## src/sv/kmm_pkg.sv

```systemverilog
package kmm_pkg;

    localparam int TABLE_DEPTH = 256;
    localparam int NAME_BYTES  = 64;
    localparam int SLOT_W      = $clog2(TABLE_DEPTH);
    localparam int FILL_W      = SLOT_W + 1;
    localparam int POS_W       = $clog2(NAME_BYTES);
    localparam int NADDR_W     = SLOT_W + POS_W;

    localparam logic [7:0] SEP_CHAR = 8'h3B;
    localparam logic [7:0] EOL_CHAR = 8'h0A;

    localparam logic [1:0] OP_TEXT  = 2'd0;
    localparam logic [1:0] OP_STATS = 2'd1;
    localparam logic [1:0] OP_NAME  = 2'd2;

    localparam logic [1:0] KIND_APPLIED = 2'd0;
    localparam logic [1:0] KIND_STATS   = 2'd1;
    localparam logic [1:0] KIND_NAME    = 2'd2;
    localparam logic [1:0] KIND_DROPPED = 2'd3;

    typedef struct packed {
        logic [POS_W-1:0]    len;
        logic signed [10:0]  min;
        logic signed [10:0]  max;
        logic signed [47:0]  sum;
        logic [31:0]         count;
    } entry_t;

    typedef struct packed {
        logic                phase;
        logic [POS_W-1:0]    len;
        logic                trunc;
        logic                seen;
        logic signed [10:0]  temp;
    } line_info_t;

    typedef struct packed {
        logic [1:0]          kind;
        logic [7:0]          slot;
        logic                is_new;
        logic signed [10:0]  min;
        logic signed [10:0]  max;
        logic signed [47:0]  sum;
        logic [31:0]         count;
        logic [7:0]          name_char;
        logic                entry_valid;
        logic                trunc;
    } result_t;

endpackage

```

## src/sv/kmm_alu.sv

```systemverilog
module kmm_alu (
    input  kmm_pkg::entry_t    cur,
    input  logic signed [10:0] temp,
    output kmm_pkg::entry_t    upd
);
    import kmm_pkg::*;

    logic signed [48:0] sum_wide;

    assign sum_wide = {cur.sum[47], cur.sum} + 49'(temp);

    always_comb
    begin
        upd     = cur;
        upd.min = (temp < cur.min) ? temp : cur.min;
        upd.max = (temp > cur.max) ? temp : cur.max;
        // clamp to the 48-bit signed range on overflow
        if (sum_wide[48] != sum_wide[47])
            upd.sum = sum_wide[48] ? {1'b1, 47'd0} : {1'b0, {47{1'b1}}};
        else
            upd.sum = sum_wide[47:0];
        upd.count = (&cur.count) ? cur.count : cur.count + 1'b1;
    end

endmodule

```

## config.mk

```make
export PLATFORM = sky130hd
export DESIGN_NAME = kmm_alu
export DESIGN_NICKNAME = d
export VERILOG_FILES = /design/src/sv/kmm_pkg.sv /design/src/sv/kmm_alu.sv
export SDC_FILE = /design/constraint.sdc
export NUM_CORES = 1
export LEC_CHECK = 0
export BUFFER_PORTS_ARGS = -buffer_cell sky130_fd_sc_hd__buf_2
export CAP_MARGIN = 20
export CORE_AREA = 2 2 106 108
export DETAILED_ROUTE_END_ITERATION = 8
export DIE_AREA = 0 0 108 110
export GPL_TIMING_DRIVEN = 0
export PLACE_DENSITY_LB_ADDON = 0.12
export SLEW_MARGIN = 0
export SYNTH_ARGS = -nofsm -noshare
export SYNTH_HDL_FRONTEND = slang
export SYNTH_SLANG_ARGS = --single-unit
```

## constraint.sdc

```tcl
create_clock -name vclk -period 2.73
set_input_delay 0.1365 -clock vclk [all_inputs]
set_output_delay 0.1365 -clock vclk [all_outputs]
set_load 0.01 [all_outputs]
```

==> metrics.md <==
| Metric | Value |
|---|---|
| Tcrit/Tclk final | `115%` |
| Pre-CTS setup slack | `-1.29 ns` |
| Number of sequential cells | `0` |
| Nets | `approximately 1100` |
| # diodes | `0` |
| Row cnt | `38` |
| Post-Syn Nets | `865` |
| Reg power frac | `0%` |
| Placed Area | `~0.0060 mm2` |
| Slew Viols, Final | `0` |
| Most frequent cells in the layout | `buf_2 (202), nand2_1 (55), xnor2_1 (50)` |
| Pwr per Cell Area | `334 mW/mm2` |
| Fillcell total | `902` |
| Post-route minimum period | `3.14 ns` |
| CP peak stage delay | `between 0.4 and 0.5 ns` |
| Most frequent CP cell | `o2111ai_2` |
| Synth Cell Area | `0.00474 mm2` |
| Internal power | `1.22 mW` |
| Layout area overhead | `58.7%` |
| Starting Density | `44.4%` |
| DRT Wirelength | `18200 um` |
| Leading cell type in the layout, fill and taps excluded | `buf_2` |
| Non-Filler Instances | `1078` |
| Mean Syn Cell Area | `7.03 um2` |
| Distinct cells, synth | `76` |
| Worst path cell trace | `buf_8, ha_4, inv_2, fa_2, and2b_1, o2111ai_2, nand2_2, a2111o_1, a311oi_4, o2111ai_2, a31oi_4, nor2_1, a211o_1, a21oi_2, buf_2` |
| # IOs | `~230` |
| Leakage | `~3.4 nW` |
| Sequential Area | `0 um2` |
| First-pass GRT wire length | `25000 um` |
| Hold_buf cts | `0` |
| Port Buf Inserts | `221` |
| Fmax | `0.319 GHz` |
| CP max-delay cell | `a2111o_1` |
| Vias in the first global route | `roughly 5400` |
| TNS Setup | `-12.54 ns` |
| Peak supply drop | `0.211 mV` |
| YS warnings | `0` |
| Vias | `6160` |
| Crit Path Category | `in -> out` |
| Worst setup margin | `-0.410 ns` |
| Final core occ | `70.4%` |
| Gr ovfl total | `0` |
| Critical Path Source Type | `input port` |
| Layout cell share with drive strength beyond 1 | `48.4%` |
| Worst-Margin Slew | `0.616 ns` |
| Switching power | `1.30 mW` |
| Die Height | `roughly 110 um` |
| RSZ-0062 raised after global routing | `yes` |
| DR iter-0 viols | `279` |
| Clock share of power | `0%` |
| Max-Cap Viols | `0` |
| Area of the core | `0.0107 mm2` |
| Register area share after synthesis | `0%` |
| CP arrival | `~3.0 ns` |
| # DRC | `0` |
| Sw Share | `51.6%` |
| Worst min-delay path class | `in -> out` |
| Total power | `2.52 mW` |
| Antenna violations before repair | `0` |
| Post-route cell area | `0.00753 mm2` |
| WL/cell | `about 17 um` |
| Crit Path Max Fanout | `3` |
| Cell count after placement | `1036` |
| Final hold violations | `0` |
| Hold slack | `approximately 0.46 ns` |
| Die area | `0.0119 mm2` |
| Run status | `finished with violations` |
| HPWL after detailed placement | `12900 um` |
| Slew Limit Headroom | `58.4%` |
| DRT Pass-1 Iters | `5` |
| Failing checks | `negative setup slack` |
| Combinational share of power | `100.0%` |
| Crit end category | `output pin` |
| Clock Buffer Count | `0` |
| Die width | `108 um` |
| Multi-input gate area | `0.00506 mm2` |
| Synthesized instance count | `675` |
| Final setup viols | `between 40 and 50` |
| RePlAce Congestion | `0.910` |
| Via/cell ratio | `5.71` |
| Pin count of the biggest net entering global routing | `between 40 and 50` |
| CP required | `2.59 ns` |
| Remaining antenna violation count | `0` |
| GRT Overall Usage | `24.9%` |
==> Yosys cell counts (9+ instances only) <==
cell,n,share of area (%)
nand2_1,61,4.8
nor2_1,39,3.1
xor2_1,22,4.1
nand4_1,28,3.7
a21oi_1,78,8.2
nand3_1,26,2.7
ha_1,70,18
xnor2_1,51,9.4
clkbuf_1,13,1.0
nor2b_1,9,1.2
o21ai_1,10,1.1
inv_1,44,3.5
o21a_1,13,2.1
mux2_2,19,4.5
o21ai_0,29,3.1
a21oi_2,15,2.8
a21o_1,22,3.5
==> cell families (layout without fill, tap and decap cells) <==
group | after synthesis | in the layout | synth area share, %
simple gates | 202 | 203 | 21.4
fa+ha+maj | 74 | 74 | 19.5
buf+inv | 79 | 341 | 8.28
mux | 22 | 22 | 5.14
compound gates | 224 | 224 | 31.8
xor+xnor | 74 | 74 | 13.8
==> final timing paths <==
path	start	end	slack (ns)	depth (start not counted)
min	cur[107]	upd[107]	0.46	2
max	temp[0]	upd[78]	-0.41	15
==> worst max-delay path: cells and delay by family <==
family / cells / cell delay, ns
AO/OA/AOI/OAI: 7 / 1.84
adder cells (fa/ha/maj): 2 / 0.35
buffers and inverters: 3 / 0.29
AND/OR/NAND/NOR: 3 / 0.39
==> power by group through the flow <==
stage               logic (mW)  clock network [mW]  registers (mW)
CTS                       1.88                   0               0
detailed placement        1.79                   0               0
finish                    2.52                   0               0
global route              2.69                   0               0
floorplan                 1.17                   0               0
global placement          1.77                   0               0
==> final cells by class <==
cell class / count / area share [%]
Multi-Input combinational cell: 597 / 67.2
Timing Repair Buffer: 272 / 24.3
Buffer: 25 / 3.95
Tap cell: 140 / 2.33
Inverter: 44 / 2.19
==> layer usage <==
metal / track usage, % / part of all wire (%) / routed length, um
met1: 33.6 / 43 / 7910
met3: 1.23 / 6.6 / 1210
met2: 45.6 / 48 / 8690
met4: 2.20 / 2.1 / 381
met5: 0 / 0 / 0
==> timing repair <==
item / 4_1_cts / 5_1_grt
endpoints found under the hold margin: 0 / 0
gates resized for setup: 38 / 181
buffers inserted: 15 / 26
cloned: 0 / 11
pin swaps: 14 / 47
setup endpoints to repair: 71 / 66
(Power assumes the default switching activity.)
