==> config.mk <==
export PLATFORM = sky130hd
export DESIGN_NAME = kmm_parser
export DESIGN_NICKNAME = d
export VERILOG_FILES = /design/src/sv/kmm_pkg.sv /design/src/sv/kmm_parser.sv
export SDC_FILE = /design/constraint.sdc
export NUM_CORES = 1
export LEC_CHECK = 0
export BUFFER_PORTS_ARGS = -buffer_cell sky130_fd_sc_hd__buf_2
export CELL_PAD_IN_SITES_DETAIL_PLACEMENT = 0
export CELL_PAD_IN_SITES_GLOBAL_PLACEMENT = 1
export CORE_MARGIN = 3
export CORE_UTILIZATION = 57
export CTS_BUF_LIST = sky130_fd_sc_hd__clkbuf_8
export CTS_CLUSTER_DIAMETER = 60
export DETAILED_ROUTE_END_ITERATION = 10
export GPL_TIMING_DRIVEN = 0
export MAX_ROUTING_LAYER = met4
export PLACE_DENSITY_LB_ADDON = 0.1
export RECOVER_POWER = 100
export SETUP_SLACK_MARGIN = 0.05
export SLEW_MARGIN = 20
export SYNTH_ARGS = -nofsm -noshare
export SYNTH_HDL_FRONTEND = slang
export SYNTH_SLANG_ARGS = --single-unit
==> constraint.sdc <==
create_clock -name clk -period 4.9 [get_ports clk]
set_input_delay 0.49 -clock clk [delete_from_list [all_inputs] [get_ports clk]]
set_output_delay 0.49 -clock clk [all_outputs]
set_load 0.03 [all_outputs]
==> src/sv/kmm_pkg.sv <==
package kmm_pkg;

    localparam int TABLE_DEPTH = 256;
    localparam int NAME_BYTES  = 64;
    localparam int SLOT_W      = $clog2(TABLE_DEPTH);
    localparam int FILL_W      = SLOT_W + 1;
    localparam int POS_W       = $clog2(NAME_BYTES);
    localparam int NADDR_W     = SLOT_W + POS_W;

    localparam logic [7:0] SEP_CHAR = 8'h3B;
    localparam logic [7:0] EOL_CHAR = 8'h0A;

    localparam logic [1:0] OP_TEXT  = 2'd0;
    localparam logic [1:0] OP_STATS = 2'd1;
    localparam logic [1:0] OP_NAME  = 2'd2;

    localparam logic [1:0] KIND_APPLIED = 2'd0;
    localparam logic [1:0] KIND_STATS   = 2'd1;
    localparam logic [1:0] KIND_NAME    = 2'd2;
    localparam logic [1:0] KIND_DROPPED = 2'd3;

    typedef struct packed {
        logic [POS_W-1:0]    len;
        logic signed [10:0]  min;
        logic signed [10:0]  max;
        logic signed [47:0]  sum;
        logic [31:0]         count;
    } entry_t;

    typedef struct packed {
        logic                phase;
        logic [POS_W-1:0]    len;
        logic                trunc;
        logic                seen;
        logic signed [10:0]  temp;
    } line_info_t;

    typedef struct packed {
        logic [1:0]          kind;
        logic [7:0]          slot;
        logic                is_new;
        logic signed [10:0]  min;
        logic signed [10:0]  max;
        logic signed [47:0]  sum;
        logic [31:0]         count;
        logic [7:0]          name_char;
        logic                entry_valid;
        logic                trunc;
    } result_t;

endpackage

==> src/sv/kmm_parser.sv <==
module kmm_parser (
    input  logic                     clk,
    input  logic                     rst_n,
    input  logic                     byte_en,
    input  logic                     eol,
    input  logic [7:0]               ch,
    input  logic [kmm_pkg::POS_W-1:0] rd_pos,
    output logic [7:0]               buf_q,
    output kmm_pkg::line_info_t      info
);
    import kmm_pkg::*;

    localparam logic [1:0] SUB_START = 2'd0;
    localparam logic [1:0] SUB_INT   = 2'd1;
    localparam logic [1:0] SUB_FRAC  = 2'd2;
    localparam logic [1:0] SUB_DONE  = 2'd3;
    localparam logic [10:0] CAP      = 11'd999;

    logic [7:0]       line_buf [NAME_BYTES];
    logic             phase_reg, phase_next;
    logic [POS_W-1:0] len_reg, len_next;
    logic             trunc_reg, trunc_next;
    logic [9:0]       acc_reg, acc_next;
    logic             seen_reg, seen_next;
    logic             neg_reg, neg_next;
    logic [1:0]       sub_reg, sub_next;
    logic             buf_we;
    logic             digit, blank, sign, go_int;
    logic [3:0]       d;
    logic [10:0]      acc10, int_sum, frac_sum;
    logic [9:0]       int_val, frac_val;

    assign digit = (ch >= 8'h30) && (ch <= 8'h39);
    assign d     = ch[3:0];
    assign blank = (ch == 8'h20) || (ch == 8'h09);
    assign sign  = (ch == 8'h2D) || (ch == 8'h2B);

    // scale integer part by ten, clamp once it cannot stay below the cap
    assign acc10    = (acc_reg > 10'd99) ? CAP : ({1'b0, acc_reg} << 3) + ({1'b0, acc_reg} << 1);
    assign int_sum  = acc10 + ({7'd0, d} << 3) + ({7'd0, d} << 1);
    assign int_val  = (int_sum > CAP) ? CAP[9:0] : int_sum[9:0];
    assign frac_sum = {1'b0, acc_reg} + {7'd0, d};
    assign frac_val = (frac_sum > CAP) ? CAP[9:0] : frac_sum[9:0];
    assign go_int   = (sub_reg == SUB_INT) || ((sub_reg == SUB_START) && !blank && !sign);

    always_comb
    begin
        phase_next = phase_reg;
        len_next   = len_reg;
        trunc_next = trunc_reg;
        acc_next   = acc_reg;
        seen_next  = seen_reg;
        neg_next   = neg_reg;
        sub_next   = sub_reg;
        buf_we     = 1'b0;
        if (eol)
        begin
            phase_next = 1'b0;
            len_next   = '0;
            trunc_next = 1'b0;
            acc_next   = '0;
            seen_next  = 1'b0;
            neg_next   = 1'b0;
            sub_next   = SUB_START;
        end
        else if (byte_en && !phase_reg)
        begin
            if (ch == SEP_CHAR)
                phase_next = 1'b1;
            else if (len_reg != POS_W'(NAME_BYTES - 1))
            begin
                buf_we   = 1'b1;
                len_next = len_reg + 1'b1;
            end
            else
                trunc_next = 1'b1;
        end
        else if (byte_en)
        begin
            seen_next = 1'b1;
            if (sub_reg == SUB_START && sign)
            begin
                neg_next = (ch == 8'h2D);
                sub_next = SUB_INT;
            end
            else if (go_int)
            begin
                if (digit)
                begin
                    acc_next = int_val;
                    sub_next = SUB_INT;
                end
                else if (ch == 8'h2E)
                    sub_next = SUB_FRAC;
                else
                    sub_next = SUB_DONE;
            end
            else if (sub_reg == SUB_FRAC)
            begin
                if (digit)
                    acc_next = frac_val;
                sub_next = SUB_DONE;
            end
        end
    end

    always_ff @(posedge clk or negedge rst_n)
    begin
        if (!rst_n)
        begin
            phase_reg <= 1'b0;
            len_reg   <= '0;
            trunc_reg <= 1'b0;
            acc_reg   <= '0;
            seen_reg  <= 1'b0;
            neg_reg   <= 1'b0;
            sub_reg   <= SUB_START;
        end
        else
        begin
            phase_reg <= phase_next;
            len_reg   <= len_next;
            trunc_reg <= trunc_next;
            acc_reg   <= acc_next;
            seen_reg  <= seen_next;
            neg_reg   <= neg_next;
            sub_reg   <= sub_next;
        end
    end

    always_ff @(posedge clk)
    begin
        if (buf_we)
            line_buf[len_reg] <= ch;
        buf_q <= line_buf[rd_pos];
    end

    assign info.phase = phase_reg;
    assign info.len   = len_reg;
    assign info.trunc = trunc_reg;
    assign info.seen  = seen_reg;
    assign info.temp  = neg_reg ? -$signed({1'b0, acc_reg}) : $signed({1'b0, acc_reg});

endmodule

==> key figures <==
Outcome
  – Outcome: complete, no violations

Die
  – # rows: 72
  – Die Area: 41900 µm²
  – Die width: 205 µm
  – Initial Utilization: 57.9%
  – Overall die height: 205 µm
  – Core Box Area: 38800 µm²
  – Top-Level Pins: 46

Synthesis
  – Post-synthesis mux area share: 16.9%
  – Syn Inst Count: 1136
  – Largest area contributor in the netlist: edfxtp_1
  – Simple-gate area share of the yosys netlist: 4.70%
  – Post-synth EDFFs: 512
  – Top_reg_cell synth: edfxtp_1
  – Seq/Total Area, Yosys: 71.5%
  – Fraction of registers with async set/reset: 4.06%
  – Share of the synthesized area in the top cell type: 68.4%
  – Mapped cell area: 22500 µm²
  – Synth area leaders: edfxtp_1 (68%), mux4_2 (17%), dfrtp_1 (2.4%), nor2_1 (1.7%), ha_1 (1.3%)
  – Largest family of logic cells by synthesized area: multiplexers
  – Post-synthesis xor/xnor area fraction: 0.974%
  – Number of synthesized register bits: 542
  – Synth Area in Adders: 1.72%
  – Compound-Gate Fraction of Synth Area: 2.80%
  – Syn nets: 1182
  – Ys Warns: 0
  – Number of distinct library cells after synthesis: 65
  – Mapped Avg Cell Area: 19.8 µm²

Timing
  – Minimum clock period: 4.62 ns
  – Max Clock Skew: 0.0219 ns
  – Finish-stage setup viols: 0
  – Part of the cycle the worst path needs: 94.2%
  – Fmax: 217 MHz
  – Slew Limit Fails: 0
  – Pin slew with the least headroom to its limit: 1.34 ns
  – Fin. Hold Viols: 0
  – Unrepaired setup endpoints after global routing: no
  – Final WS setup: 0.285 ns
  – Slew headroom: 11.0%

Routing
  – DRT antenna net count: 0
  – Routed wire length per instance: 27.1 µm
  – # DRC: 0
  – Starting DRT DRC Count: 1023
  – Via-per-instance ratio: 6.17
  – Routed wire length: 50.1 mm
  – DRT Pass-1 Iters: 5
  – Via count: 11395

Clock network
  – CTS tree: built
  – Clock transition at the registers of the reported paths: 0.06 ns
  – Cts bufs inserted: 87
  – Clk sink count: 542
  – Latest clock arrival within the worst-skew pair: 0.65 ns
  – Maximum root-to-sink buffer count: 3
  – Clock Tree Root: clkbuf_8
  – H-tree levels: 3

Placement
  – RePlAce Congestion: 0.839
  – Place WS: -0.180 ns
  – Placed Instances: 1695
  – Dpl hpwl: 32.0 mm
  – Port buffer count: 40

GRT
  – GR Util All Layers: 25.5%
  – First-pass GRT wire length: 74.7 mm
  – Overflow after GRT: 0
  – Initial antenna violation count: 4
  – Vias in the first global route: 11543
  – Largest net degree at the start of global routing: 73

Worst hold path
  – Hold depth: 3
  – HP Class: in -> reg

Pwr
  – Worst vdd ir: 0.267 mV
  – Power density over cell area: 371 nW/µm²
  – Leakage: 8.15 nW

Critical path
  – Crit Path Category: reg -> reg
  – CP max FO: 8
  – Crit path DAT: 5.15 ns
  – FF-to-FF path depth: 14
  – CP Data Required Time: 5.44 ns
  – CP Launch Type: register
  – CP Capture Type: register

Cells and area
  – Largest register FFs: 512
  – Share of cells above drive strength 1: 24.9%
  – Core Util, Final: 64.4%
  – Total Nets Final: 1314
  – Final Instance Count excl. Fillers: 1848
  – Area grow syn2layout: 11.2%

Flow run
  – MaxCap Viol Count: 0
==> synthesized netlist by cell type, types with 5 or more instances <==
cell      count
edfxtp_1    512
inv_1        13
clkbuf_1     26
o31ai_1       5
buf_1        10
dfrtp_1      22
nor3b_1       5
a21oi_1      18
mux4_2      168
nand2b_1      6
o21ai_0      14
a31oi_1       7
nor3_1       16
a21o_1        8
nand3_1      13
buf_2        12
nand2_1      30
buf_4         7
nor2b_1      13
a211oi_1      5
xnor2_1      13
xor2_1       12
nor2_1       99
fa_1          5
dfxtp_1       8
ha_1         23
==> worst max-delay path, stage by stage (launching register included) <==
cell and delay [ns]:
dfrtp_1 0.52, or3_4 0.50, a31oi_1 0.59, nand2_1 0.16, fa_1 0.51, inv_1 0.07
fa_1 0.48, a211oi_1 0.24, o21bai_1 0.10, a21oi_1 0.29, o21a_1 0.18, a211oi_2 0.05
nand2b_1 0.23, or3_1 0.38, a22o_1 0.20
==> worst paths after layout <==
kind / slack [ns] / start / endpoint
max: 0.28 / acc_reg[3] / acc_reg[2]
min: 0.16 / byte_en / phase_reg
max reg2reg: 0.28 / acc_reg[3] / acc_reg[2]
min reg2reg: 0.51 / seen_reg / seen_reg
max in group asynchronous: 3.44 / rst_n / sub_reg[1]
min in group asynchronous: 0.68 / rst_n / acc_reg[0]
==> where the power goes <==
| group | total, W | switching (W) | internal, W |
|---|---|---|---|
| Sequential | 0.00510 | 0.00000817 | 0.00509 |
| Clock | 0.00369 | 0.00172 | 0.00197 |
| Combinational | 0.000494 | 0.000306 | 0.000188 |
==> cell usage in the layout (no fill, tap or decap), drive strengths merged, types with 7 or more instances in the layout <==
cell    netlist  layout
nor2        100     100
nor2b        13      13
dfrtp        22      22
dfxtp         8       8
nand2b        7       7
edfxtp      512     512
nand3        13      13
a31oi         7       7
xnor2        13      13
mux4        168     168
o21ai        16      16
nand2        30      30
ha           23      23
clkbuf       26     154
a211oi        8       8
clkinv        0      17
buf          30      41
inv          13      42
a21oi        19      19
a21o          8       8
xor2         12      12
nor3         16      16
==> logic make-up (layout without fill, tap and decap cells) <==
family,after synthesis,after routing
flip-flops,542,542
multiplexers,170,170
AO/OA/AOI/OAI,85,85
adder cells (fa/ha/maj),28,28
AND/OR/NAND/NOR,217,217
XOR/XNOR,25,25
buffers and inverters,69,260
other,0,3
==> metal layers <==
metal	vias to the layer above	share of wire [%]	global-route usage [%]
li1	4942	-	-
met1	5897	41	36.2
met2	481	48	38.1
met3	75	8.4	5.63
met4	0	2.2	7.82
met5	-	0	-
==> through the flow <==
stage          area (µm²)  total power, W  hold WS [ns]  setup TNS (ns)
3_5_place_dp        23400         0.00569         0.498           -9.70
6_report            25000         0.00928         0.161               0
5_1_grt             25000         0.00959         0.180               0
3_3_place_gp        23300         0.00568         0.486          -0.278
4_1_cts             25000         0.00936         0.112               0
2_1_floorplan       22500         0.00548         0.194               0
==> repair_timing <==
action	4_1_cts	5_1_grt
setup buffers	0	0
resized for setup	0	0
hold endpoints to repair	22	0
hold buffers	1	0
==> layout make-up <==
type / count / area, µm²
fillers: 2661 / 13800
clock buffers: 97 / 1340
inverters: 13 / 48.8
clock inverters: 51 / 315
well taps: 518 / 648
diodes: 3 / 7.51
multi-input cells: 525 / 6090
flip-flops and latches: 542 / 16100
plain buffers: 56 / 259
repair buffers: 43 / 223
Note: power is estimated with default switching activity, not from simulation.
